--- src/design/assert_macros.svh ---
// Assertion helpers shared by the RTL. All use clk and rst from the enclosing module.
`ifndef ASSERT_MACROS_SVH
`define ASSERT_MACROS_SVH

// same-cycle implication
`define ASSERT_SAME(label, ante, cons, msg) \
  label: assert property (@(posedge clk) disable iff (rst) (ante) |-> (cons)) else $error(msg);

// next-cycle implication
`define ASSERT_NEXT(label, ante, cons, msg) \
  label: assert property (@(posedge clk) disable iff (rst) (ante) |=> (cons)) else $error(msg);

`endif

--- src/design/met_pkg.sv ---
`timescale 1ns / 1ps
`default_nettype none

package met_pkg;

  localparam int FRAC_BITS = 28;
  localparam logic signed [31:0] FOUR_Q = 32'sh4000_0000;

  // config register indexes
  localparam logic [2:0] REG_ORIGIN_RE = 3'd0;
  localparam logic [2:0] REG_ORIGIN_IM = 3'd1;
  localparam logic [2:0] REG_STEP_RE   = 3'd2;
  localparam logic [2:0] REG_STEP_IM   = 3'd3;
  localparam logic [2:0] REG_MAX_ITER  = 3'd4;

  typedef struct packed {
    logic [9:0] col;
    logic [9:0] row;
  } req_t;

  typedef struct packed {
    logic [15:0] escape_count;
    logic        in_set;
  } rsp_t;

  typedef enum logic [3:0] {
    S_IDLE,
    S_CRE,   // col * step_re
    S_CIM,   // row * step_im, form c.re
    S_CI,    // form c.im, clear z
    S_RR,    // zr * zr
    S_II,    // zi * zi
    S_RI,    // zr * zi
    S_UPD,   // magnitude test, new zi
    S_ADD,   // new zr, limit test
    S_DONE
  } state_t;

  function automatic logic signed [31:0] sat32(input logic signed [63:0] v);
    logic signed [63:0] hi;
    logic signed [63:0] lo;
    hi = 64'sh0000_0000_7FFF_FFFF;
    lo = -64'sh0000_0000_8000_0000;
    if (v > hi) begin
      return 32'sh7FFF_FFFF;
    end else if (v < lo) begin
      return 32'sh8000_0000;
    end
    return v[31:0];
  endfunction

  function automatic logic signed [31:0] sat_add(input logic signed [31:0] a,
                                                 input logic signed [31:0] b);
    logic signed [32:0] s;
    s = {a[31], a} + {b[31], b};
    if (s[32] != s[31]) begin
      return s[32] ? 32'sh8000_0000 : 32'sh7FFF_FFFF;
    end
    return s[31:0];
  endfunction

  function automatic logic signed [31:0] sat_sub(input logic signed [31:0] a,
                                                 input logic signed [31:0] b);
    logic signed [32:0] s;
    s = {a[31], a} - {b[31], b};
    if (s[32] != s[31]) begin
      return s[32] ? 32'sh8000_0000 : 32'sh7FFF_FFFF;
    end
    return s[31:0];
  endfunction

  // arithmetic shift right is floor division by 2^sh
  function automatic logic signed [31:0] prod_q(input logic signed [63:0] p,
                                                input int unsigned sh);
    logic signed [63:0] t;
    t = p >>> sh;
    return sat32(t);
  endfunction

endpackage

`default_nettype wire

--- src/design/mandelbrot_escape_time_unit.sv ---
`timescale 1ns / 1ps
`default_nettype none
// Channel   Ports                                 Handshake
// request   start, busy, req (col,row)            taken when start && !busy
// result    done, result (escape_count,in_set)    one-cycle strobe, no backpressure
// config    cfg_valid, cfg_ready, cfg_index, cfg_data   valid && ready (ready only when idle)
//
// One request: setup states S_CRE, S_CIM and S_CI, then rounds of S_RR, S_II, S_RI,
// S_UPD and S_ADD (none when the limit is 0; a round that escapes ends at S_UPD), then
// the S_DONE result cycle; the next request can be taken the cycle after done. The
// single shared 32x32 multiplier forms every product: three per round plus the two
// coordinate products of setup.
// busy is high from the cycle after accept through the done cycle.
// Synchronous reset returns to idle and loads the default view and a limit of 256.
// The result is held for the done cycle only; the receiver cannot stall it.

module mandelbrot_escape_time_unit
  import met_pkg::*;
#(
  parameter int GRID_SIDE = 1024
) (
  input  wire logic        clk,
  input  wire logic        rst,
  input  wire logic        start,
  output logic             busy,
  input  wire req_t        req,
  output logic             done,
  output rsp_t             result,
  input  wire logic        cfg_valid,
  output logic             cfg_ready,
  input  wire logic [2:0]  cfg_index,
  input  wire logic [31:0] cfg_data
);

`include "assert_macros.svh"

  localparam int GRID_MAX = GRID_SIDE - 1;

  // configuration registers
  logic signed [31:0] origin_re;
  logic signed [31:0] origin_im;
  logic signed [31:0] step_re;
  logic signed [31:0] step_im;
  logic [15:0]        max_iterations;

  state_t state, state_next;

  // working registers
  logic [9:0]         col;
  logic [9:0]         row;
  logic signed [31:0] cr, ci, zr, zi;
  logic signed [31:0] re2, im2, diff;
  logic signed [63:0] prod;
  logic [15:0]        count;

  // shared multiplier operands
  logic signed [31:0] mul_a, mul_b;

  logic               accept;
  logic signed [31:0] mag;
  logic signed [31:0] cross2;
  logic               escape;
  logic [9:0]         col_clamped, row_clamped;
  logic               in_round;

  // registers only change between requests, never under a request in flight
  assign cfg_ready = !busy && !start;
  assign accept    = start && !busy;
  assign in_round  = state inside {S_RR, S_II, S_RI, S_UPD};

  // indexes past the grid clamp to its last line
  always_comb begin
    col_clamped = req.col;
    row_clamped = req.row;
    if ({3'b000, req.col} > 13'(GRID_MAX)) begin
      col_clamped = 10'(GRID_MAX);
    end
    if ({3'b000, req.row} > 13'(GRID_MAX)) begin
      row_clamped = 10'(GRID_MAX);
    end
  end

  // round arithmetic: prod holds zr*zi in S_UPD, scaled by 2^27 for the doubled term
  assign cross2 = prod_q(prod, FRAC_BITS - 1);
  assign mag    = sat_add(re2, im2);
  assign escape = mag > FOUR_Q;

  // config writes
  always_ff @(posedge clk) begin
    if (rst) begin
      origin_re      <= -32'sd536870912;
      origin_im      <= -32'sd402653184;
      step_re        <= 32'sd786432;
      step_im        <= 32'sd786432;
      max_iterations <= 16'd256;
    end else if (cfg_valid && cfg_ready) begin
      case (cfg_index)
        REG_ORIGIN_RE: origin_re      <= cfg_data;
        REG_ORIGIN_IM: origin_im      <= cfg_data;
        REG_STEP_RE:   step_re        <= cfg_data;
        REG_STEP_IM:   step_im        <= cfg_data;
        REG_MAX_ITER:  max_iterations <= cfg_data[15:0];
        default: ;
      endcase
    end
  end

  // next state
  always_comb begin
    state_next = state;
    case (state)
      S_IDLE: if (accept) state_next = S_CRE;
      S_CRE:  state_next = S_CIM;
      S_CIM:  state_next = S_CI;
      S_CI:   state_next = (max_iterations == 16'd0) ? S_DONE : S_RR;
      S_RR:   state_next = S_II;
      S_II:   state_next = S_RI;
      S_RI:   state_next = S_UPD;
      S_UPD:  state_next = escape ? S_DONE : S_ADD;
      S_ADD:  state_next = (count == max_iterations) ? S_DONE : S_RR;
      S_DONE: state_next = S_IDLE;
      default: state_next = S_IDLE;
    endcase
  end

  // outputs and multiplier operand select
  always_comb begin
    busy  = (state != S_IDLE);
    done  = (state == S_DONE);
    mul_a = zr;
    mul_b = zr;
    case (state)
      S_CRE: begin
        mul_a = {22'd0, col};
        mul_b = step_re;
      end
      S_CIM: begin
        mul_a = {22'd0, row};
        mul_b = step_im;
      end
      S_II: begin
        mul_a = zi;
        mul_b = zi;
      end
      S_RI: begin
        mul_a = zr;
        mul_b = zi;
      end
      default: ;
    endcase
  end

  assign result.escape_count = count;
  assign result.in_set       = (count == max_iterations);

  always_ff @(posedge clk) begin
    if (rst) begin
      state <= S_IDLE;
    end else begin
      state <= state_next;
    end
  end

  // datapath
  always_ff @(posedge clk) begin
    prod <= 64'(mul_a) * 64'(mul_b);
    case (state)
      S_IDLE: begin
        if (accept) begin
          col <= col_clamped;
          row <= row_clamped;
        end
      end
      S_CIM: cr <= sat32({{32{origin_re[31]}}, origin_re} + prod);
      S_CI: begin
        ci    <= sat32({{32{origin_im[31]}}, origin_im} + prod);
        zr    <= '0;
        zi    <= '0;
        count <= '0;
      end
      S_II: re2 <= prod_q(prod, FRAC_BITS);
      S_RI: im2 <= prod_q(prod, FRAC_BITS);
      S_UPD: begin
        diff <= sat_sub(re2, im2);
        zi   <= sat_add(cross2, ci);
        if (!escape) begin
          count <= count + 16'd1;
        end
      end
      S_ADD: zr <= sat_add(diff, cr);
      default: ;
    endcase
  end

  `ASSERT_NEXT(a_done_to_idle, done, !busy, "result cycle not followed by idle")
  `ASSERT_NEXT(a_accept_busy, accept, busy && !done, "accepted request did not start work")
  `ASSERT_SAME(a_count_bound, in_round, count < max_iterations, "round started past the limit")
  `ASSERT_SAME(a_count_final, (state == S_ADD), count <= max_iterations, "count passed the limit")

endmodule

`default_nettype wire
--- config.mk ---
export PLATFORM = sky130hd
export DESIGN_NAME = mandelbrot_escape_time_unit
export DESIGN_NICKNAME = d
export VERILOG_FILES = /design/src/design/met_pkg.sv /design/src/design/mandelbrot_escape_time_unit.sv
export VERILOG_INCLUDE_DIRS = /design/src /design/src/design
export SDC_FILE = /design/constraint.sdc
export NUM_CORES = 2
export LEC_CHECK = 0
export BUFFER_PORTS_ARGS = -buffer_cell sky130_fd_sc_hd__buf_4
export CAP_MARGIN = 20
export CORE_UTILIZATION = 40
export DETAILED_ROUTE_END_ITERATION = 16
export PLACE_DENSITY = 0.63
export SYNTH_ARGS = -nofsm -noshare
export SYNTH_HDL_FRONTEND = slang
export SYNTH_SLANG_ARGS = --single-unit
--- constraint.sdc ---
create_clock -name clk -period 11.5 [get_ports clk]
set_clock_uncertainty 0.05 [all_clocks]
set_input_delay 2.3 -clock clk [delete_from_list [all_inputs] [get_ports clk]]
set_output_delay 2.3 -clock clk [all_outputs]
set_load 0.02 [all_outputs]
* After elaboration in Yosys (flattened, before gate mapping)
Cells that the tools add are included.
** Word-level totals
- Output and inout port bits :: 20
- Flip-flop bits (word level) :: 472
- Logic and storage cells :: 128
** Cells by class
- Eq/ne operators :: 20
- Reduce and logical (&&, ||, !) cells :: 19
- $add $sub $neg :: 7
- Multiply operators :: 1
- Mux-type cells :: 55
- Magnitude comparators :: 9
** Operators with widths (number)
- 32-bit 2-to-1 mux :: 25
- 32-bit case mux with 3 select lines :: 2
- 64-bit adder :: 2
- 64-bit by 32-bit > comparator with 1-bit output (second input constant) :: 2
- 64-bit by 32-bit < comparator with 1-bit output (second input constant) :: 2
- 32-bit case mux with 2 select lines :: 2
- 32-bit by 32-bit adder with 33-bit output :: 3
- 32-bit by 32-bit multiplier with 64-bit output :: 1
- 37-bit by 32-bit > comparator with 1-bit output (second input constant) :: 1
- 37-bit by 32-bit < comparator with 1-bit output (second input constant) :: 1
- 36-bit by 32-bit > comparator with 1-bit output (second input constant) :: 1
- 36-bit by 32-bit < comparator with 1-bit output (second input constant) :: 1
- 4-bit case mux with 9 select lines :: 1
- 32-bit by 32-bit subtractor with 33-bit output :: 1
- 32-bit > comparator (second input constant) :: 1
- 16-bit case mux with 2 select lines :: 1
- 1-bit 2-to-1 mux :: 20
- 16-bit by 1-bit adder with 16-bit output (second input constant) :: 1
- 16-bit equality test :: 1
- 4-bit by 3-bit equality test with 1-bit output (second input constant) :: 4
- 16-bit logical NOT :: 1
- 16-bit 2-to-1 mux :: 1
- 2-bit AND reduction :: 7
- 4-bit 2-to-1 mux :: 3
- 15 further kinds :: 26

* Longest topological paths before layout
- Depth after elaboration :: 10
- Gate-level depth with buffers :: 41
- Depth with buffers taken out :: 37

* Worst setup path before layout
OpenSTA, ideal clock, no wires.
- Path type :: reg-to-reg
- Start point :: register state[1]
- End point :: register prod[58]
- Clock period less this slack :: 10.639 ns
- Arrival :: 10.458 ns
- Library setup time :: 0.131 ns
- Cell stages (with the launch flop) :: 36
- Required time :: 11.319 ns
- Setup slack :: 0.861 ns
- Cells stage by stage :: dfxtp_1 clkbuf_1 nand2b_1 nor3_1 clkbuf_1 clkbuf_1 a222oi_1 nand2_1 clkbuf_1 nand2_1 fa_1 fa_1 fa_1 fa_1 inv_1 fa_1 inv_1 fa_1 inv_1 fa_1 fa_1 ha_1 a21o_1 a21o_1 a211oi_1 o21ai_0 a21o_1 a41o_1 a211o_1 a21o_1 a221o_1 a211oi_1 nand3b_1 nor2b_1 o31ai_1 xor2_1
** On the way
- Longest elaborated chain between the ends :: 4
- Elaborated cells on any way between the ends :: 8
- Those cells by class :: mul: 1; eq/ne: 4; mux: 2; reduce/logical: 1
** Ends and longest elaborated chain
- start: declaration :: RTL line mandelbrot_escape_time_unit.sv:46 : state_t state, state_next;
- start signal: assignment :: RTL line mandelbrot_escape_time_unit.sv:160 : state <= state_next;
- 4-bit by 3-bit equality test with 1-bit output :: RTL line mandelbrot_escape_time_unit.sv:132 : case (state)
- 2-bit OR reduction (no line)
- 32-bit case mux with 3 select lines :: RTL line mandelbrot_escape_time_unit.sv:132
- 32-bit by 32-bit multiplier with 64-bit output * :: RTL line mandelbrot_escape_time_unit.sv:166 : prod <= 64'(mul_a) * 64'(mul_b);
- end signal: assignment :: RTL line mandelbrot_escape_time_unit.sv:166
- end: declaration :: RTL line mandelbrot_escape_time_unit.sv:53 : logic signed [63:0] prod;
Every way passes the cells marked *; elsewhere a longest branch is shown, timed or not.
A chain may end at the register's enable or synchronous reset.

* Worst setup path in the final report
- Start point :: register state[2]
- End point :: register prod[58]
Same word-level chain as after synthesis.

==> results.yml <==
status:
  run_status: "finished clean"
drt:
  dr.pass1.iters: 8
  vias_per_cell: 5.626
  final_antenna_net_count: 0
  wl_per_cell_um: 23.91
  drcViolationCount: 0
  vias: 54480
  first_iter_violations: 5569
  drt_wl_total_um: 231500
finish:
  fin_nets: 9030
  syn2layout_area_growth_pct: 7.787
  drive_above_1_share_pct: 5.529
  post-route-util_pct: 43.54
  final_cell_area_mm2: 0.07208
grt:
  grt_util_all_layers_pct: 27.61
  grt_max_degree: 76
  grt_pass1_wl_um: 349600
  antenna_found_initial: 13
  grt_overflow: 0
  grt_pass1_vias: 55220
clock_tree:
  cts_tree: "done"
  cts_root_buf: "clkbuf_16"
  insertion_delay_ns: 0.66
  cts-hold-fix-buffers: 0
  numCtsBuffers: 54
  cts_resized: 0
  cts_num_sinks: 472
  cts_setup_buffers: 0
  clockBufferDepth: 3
  htree_levels: 2
  cts.clk_slew.worst_paths_ns: 0.07
setup_path:
  crit_required_ns: 11.98
  endpoint_kind: "flip-flop"
  rr_endpoint: "prod[58]"
  cp.depth: 31
  critPathMaxStageDelay_ns: 0.61
  worst-path-buf-inv: 4
  crit_top_cell: "fa_1"
  crit_fanout: 23
  r2r_cells: 31
  startpoint_type: "flip-flop"
  crit_end: "prod[58]"
  critical-path-top-delay-family: "adder cells"
  critPathLaunch: "state[2]"
  worstReg2RegStart: "state[2]"
  arrival_ns: 11.46
  path_class: "reg -> reg"
  crit_path_top_delay_cell: "o21ai_2"
  rrSetupSlack_ns: 0.52
timing:
  period_share_pct: 95.49
  hold_viol: 0
  max_freq_mhz: 91.07
  setup_tns_ns: 0
  slew_viol_final: 0
  timing.hold.ws_ns: 0.4081
  fin_ws_ns: 0.5192
  final-setup-viol-count: 0
  slew_headroom_pct: 19.60
  rsz0062_at_grt: "false"
  worst-slew-pin-transition_ns: 1.190
  min_period_ns: 10.98
power_and_ir_drop:
  clkPwrFrac_pct: 17.1
  switching_share_pct: 48.64
  irDropWorstVdd_mv: 0.1277
  p_sw_mw: 5.501
  power_frac_seq_pct: 22.8
  p_leak_nw: 32.84
  power.density_mw_per_mm2: 156.9
  p_int_mw: 5.809
  comb_power_share_pct: 60.2
logic_synthesis:
  synth_area_leader_cell: "fa_1"
  synth_cells: 7516
  synth.top_cell.area_share_pct: 32.57
  syn-num-nets: 9104
  synth-async-reset-ratio_pct: 0
  synth_common_cells: "inv_1, fa_1, nand2_1, nor2_1, a21oi_1"
  yosysMostFrequentCell: "inv_1"
  synth-main-ff-cell: "edfxtp_1"
  ys_types: 104
  yosys_warnings: 0
  avgSynthCellArea_um2: 8.897
  synth_edf_count: 260
  synth_seq_cells: 472
  synthTopCellsByArea: "fa_1, edfxtp_1, ha_1, dfxtp_1, inv_1"
  synth-seq-area-share_pct: 18.02
  synth_area_mm2: 0.06687
placement:
  portBuffers: 78
  place_congestion: 1.006
  place_ws_ns: 0.8348
  dpl-instance-area_mm2: 0.07008
  post-dp-hpwl_um: 189800
floorplan:
  core_mm2: 0.1655
  core.rowCount: 149
  die_y_um: 410.9
  die_x_um: 410.9
  die-area_mm2: 0.1688
  start_util_pct: 40.39
  io_pins: 79
job:
  max_cap_violations: 0
hold_path:
  worstHoldPathCells: 2
  worstHoldPathType: "reg -> reg"
[cell usage in the layout, fill, tap and decap left out, types with 22 or more instances in the layout]
| cell | count |
|---|---|
| inv_1 | 1111 |
| fa_1 | 1088 |
| xnor2_1 | 183 |
| ha_1 | 441 |
| a21oi_1 | 456 |
| nor3_1 | 62 |
| and2_1 | 39 |
| nor2_1 | 747 |
| a21o_1 | 190 |
| o21a_1 | 80 |
| a222oi_1 | 32 |
| o31ai_1 | 22 |
| a22o_1 | 26 |
| nor4_1 | 31 |
| xor2_1 | 119 |
| a22oi_1 | 27 |
| a31oi_1 | 36 |
| edfxtp_1 | 260 |
| o21ai_0 | 256 |
| buf_4 | 237 |
| nand4_1 | 67 |
| nor2b_1 | 34 |
| and3_1 | 46 |
| o21bai_1 | 62 |
| mux2i_1 | 24 |
| nand2_1 | 1030 |
| dfxtp_1 | 212 |
| clkbuf_16 | 56 |
| nand2b_1 | 51 |
| nand3_1 | 69 |
| a211oi_1 | 31 |
[state kept, by name, summed over array words and instances, names as in the netlist]
signal and cells:
zr 32, cr 32, ci 32, zi 32, row 10, re2 32, col 10, im2 32
count 16, prod 64, diff 32, max_iterations 16, state 4, step_im 32, origin_re 32, step_re 32
origin_im 32
[area by class of cell]
cell class	instances	area, um^2
well taps	2189	2739
multi-input cells	5554	49230
diodes	6	15.01
clock inverters	37	508.0
inverters	1116	4189
fillers	16240	93470
flip-flops and latches	472	12050
repair buffers	244	1884
clock buffers	65	1465
[how the worst min path moves through the flow]
| stage | startpoint | endpoint | slack (ns) |
|---|---|---|---|
| after floorplan | step_re[0] | step_re[0] | 0.39 |
| after global placement | step_im[24] | step_im[24] | 0.39 |
| after detailed placement | step_im[15] | step_im[15] | 0.40 |
| after CTS | step_re[12] | step_re[12] | 0.41 |
| after global routing | step_im[24] | step_im[24] | 0.42 |
| final | step_im[14] | step_im[14] | 0.41 |
[stage by stage]
| step | cells | power (mW) |
|---|---|---|
| 2_1_floorplan | 7516 | 7.008 |
| 3_3_place_gp | 9570 | 9.240 |
| 3_5_place_dp | 9574 | 9.241 |
| 4_1_cts | 9676 | 11.27 |
| 5_1_grt | 9677 | 12.05 |
| 6_report | 9683 | 11.31 |
[cell families (layout without fill, tap and decap cells)]
family                   after synthesis  in the layout  synth area share, %
buffers and inverters               1490           1462                8.568
XOR/XNOR                             302            302                3.955
other                                  0              6                    0
AO/OA/AOI/OAI                       1409           1409                13.53
flip-flops                           472            472                18.02
adder cells (fa/ha/maj)             1531           1531                40.85
multiplexers                          26             26               0.3929
AND/OR/NAND/NOR                     2286           2286                14.68
[routing by layer]
metal	share of wire (%)	track usage [%]
met4	4.9	11.79
met1	42	37.63
met5	0.050	0
met2	45	43.12
met3	8.7	4.840
[worst min-delay path: cells and delay by family, from the launching register on]
family / cells / cell delay (ns)
DFF: 1 / 0.31
and+or+nand+nor: 1 / 0.05
AOI/OAI and AO/OA: 1 / 0.05
[power groups by stage]
stage | registers (mW) | clock network [mW] | logic, mW
2_1_floorplan | 2.22 | 0 | 4.79
3_3_place_gp | 2.60 | 0 | 6.64
3_5_place_dp | 2.59 | 0 | 6.65
4_1_cts | 2.57 | 1.96 | 6.74
5_1_grt | 2.57 | 2.01 | 7.48
6_report | 2.57 | 1.93 | 6.81
Note: power is estimated with default switching activity, not from simulation.
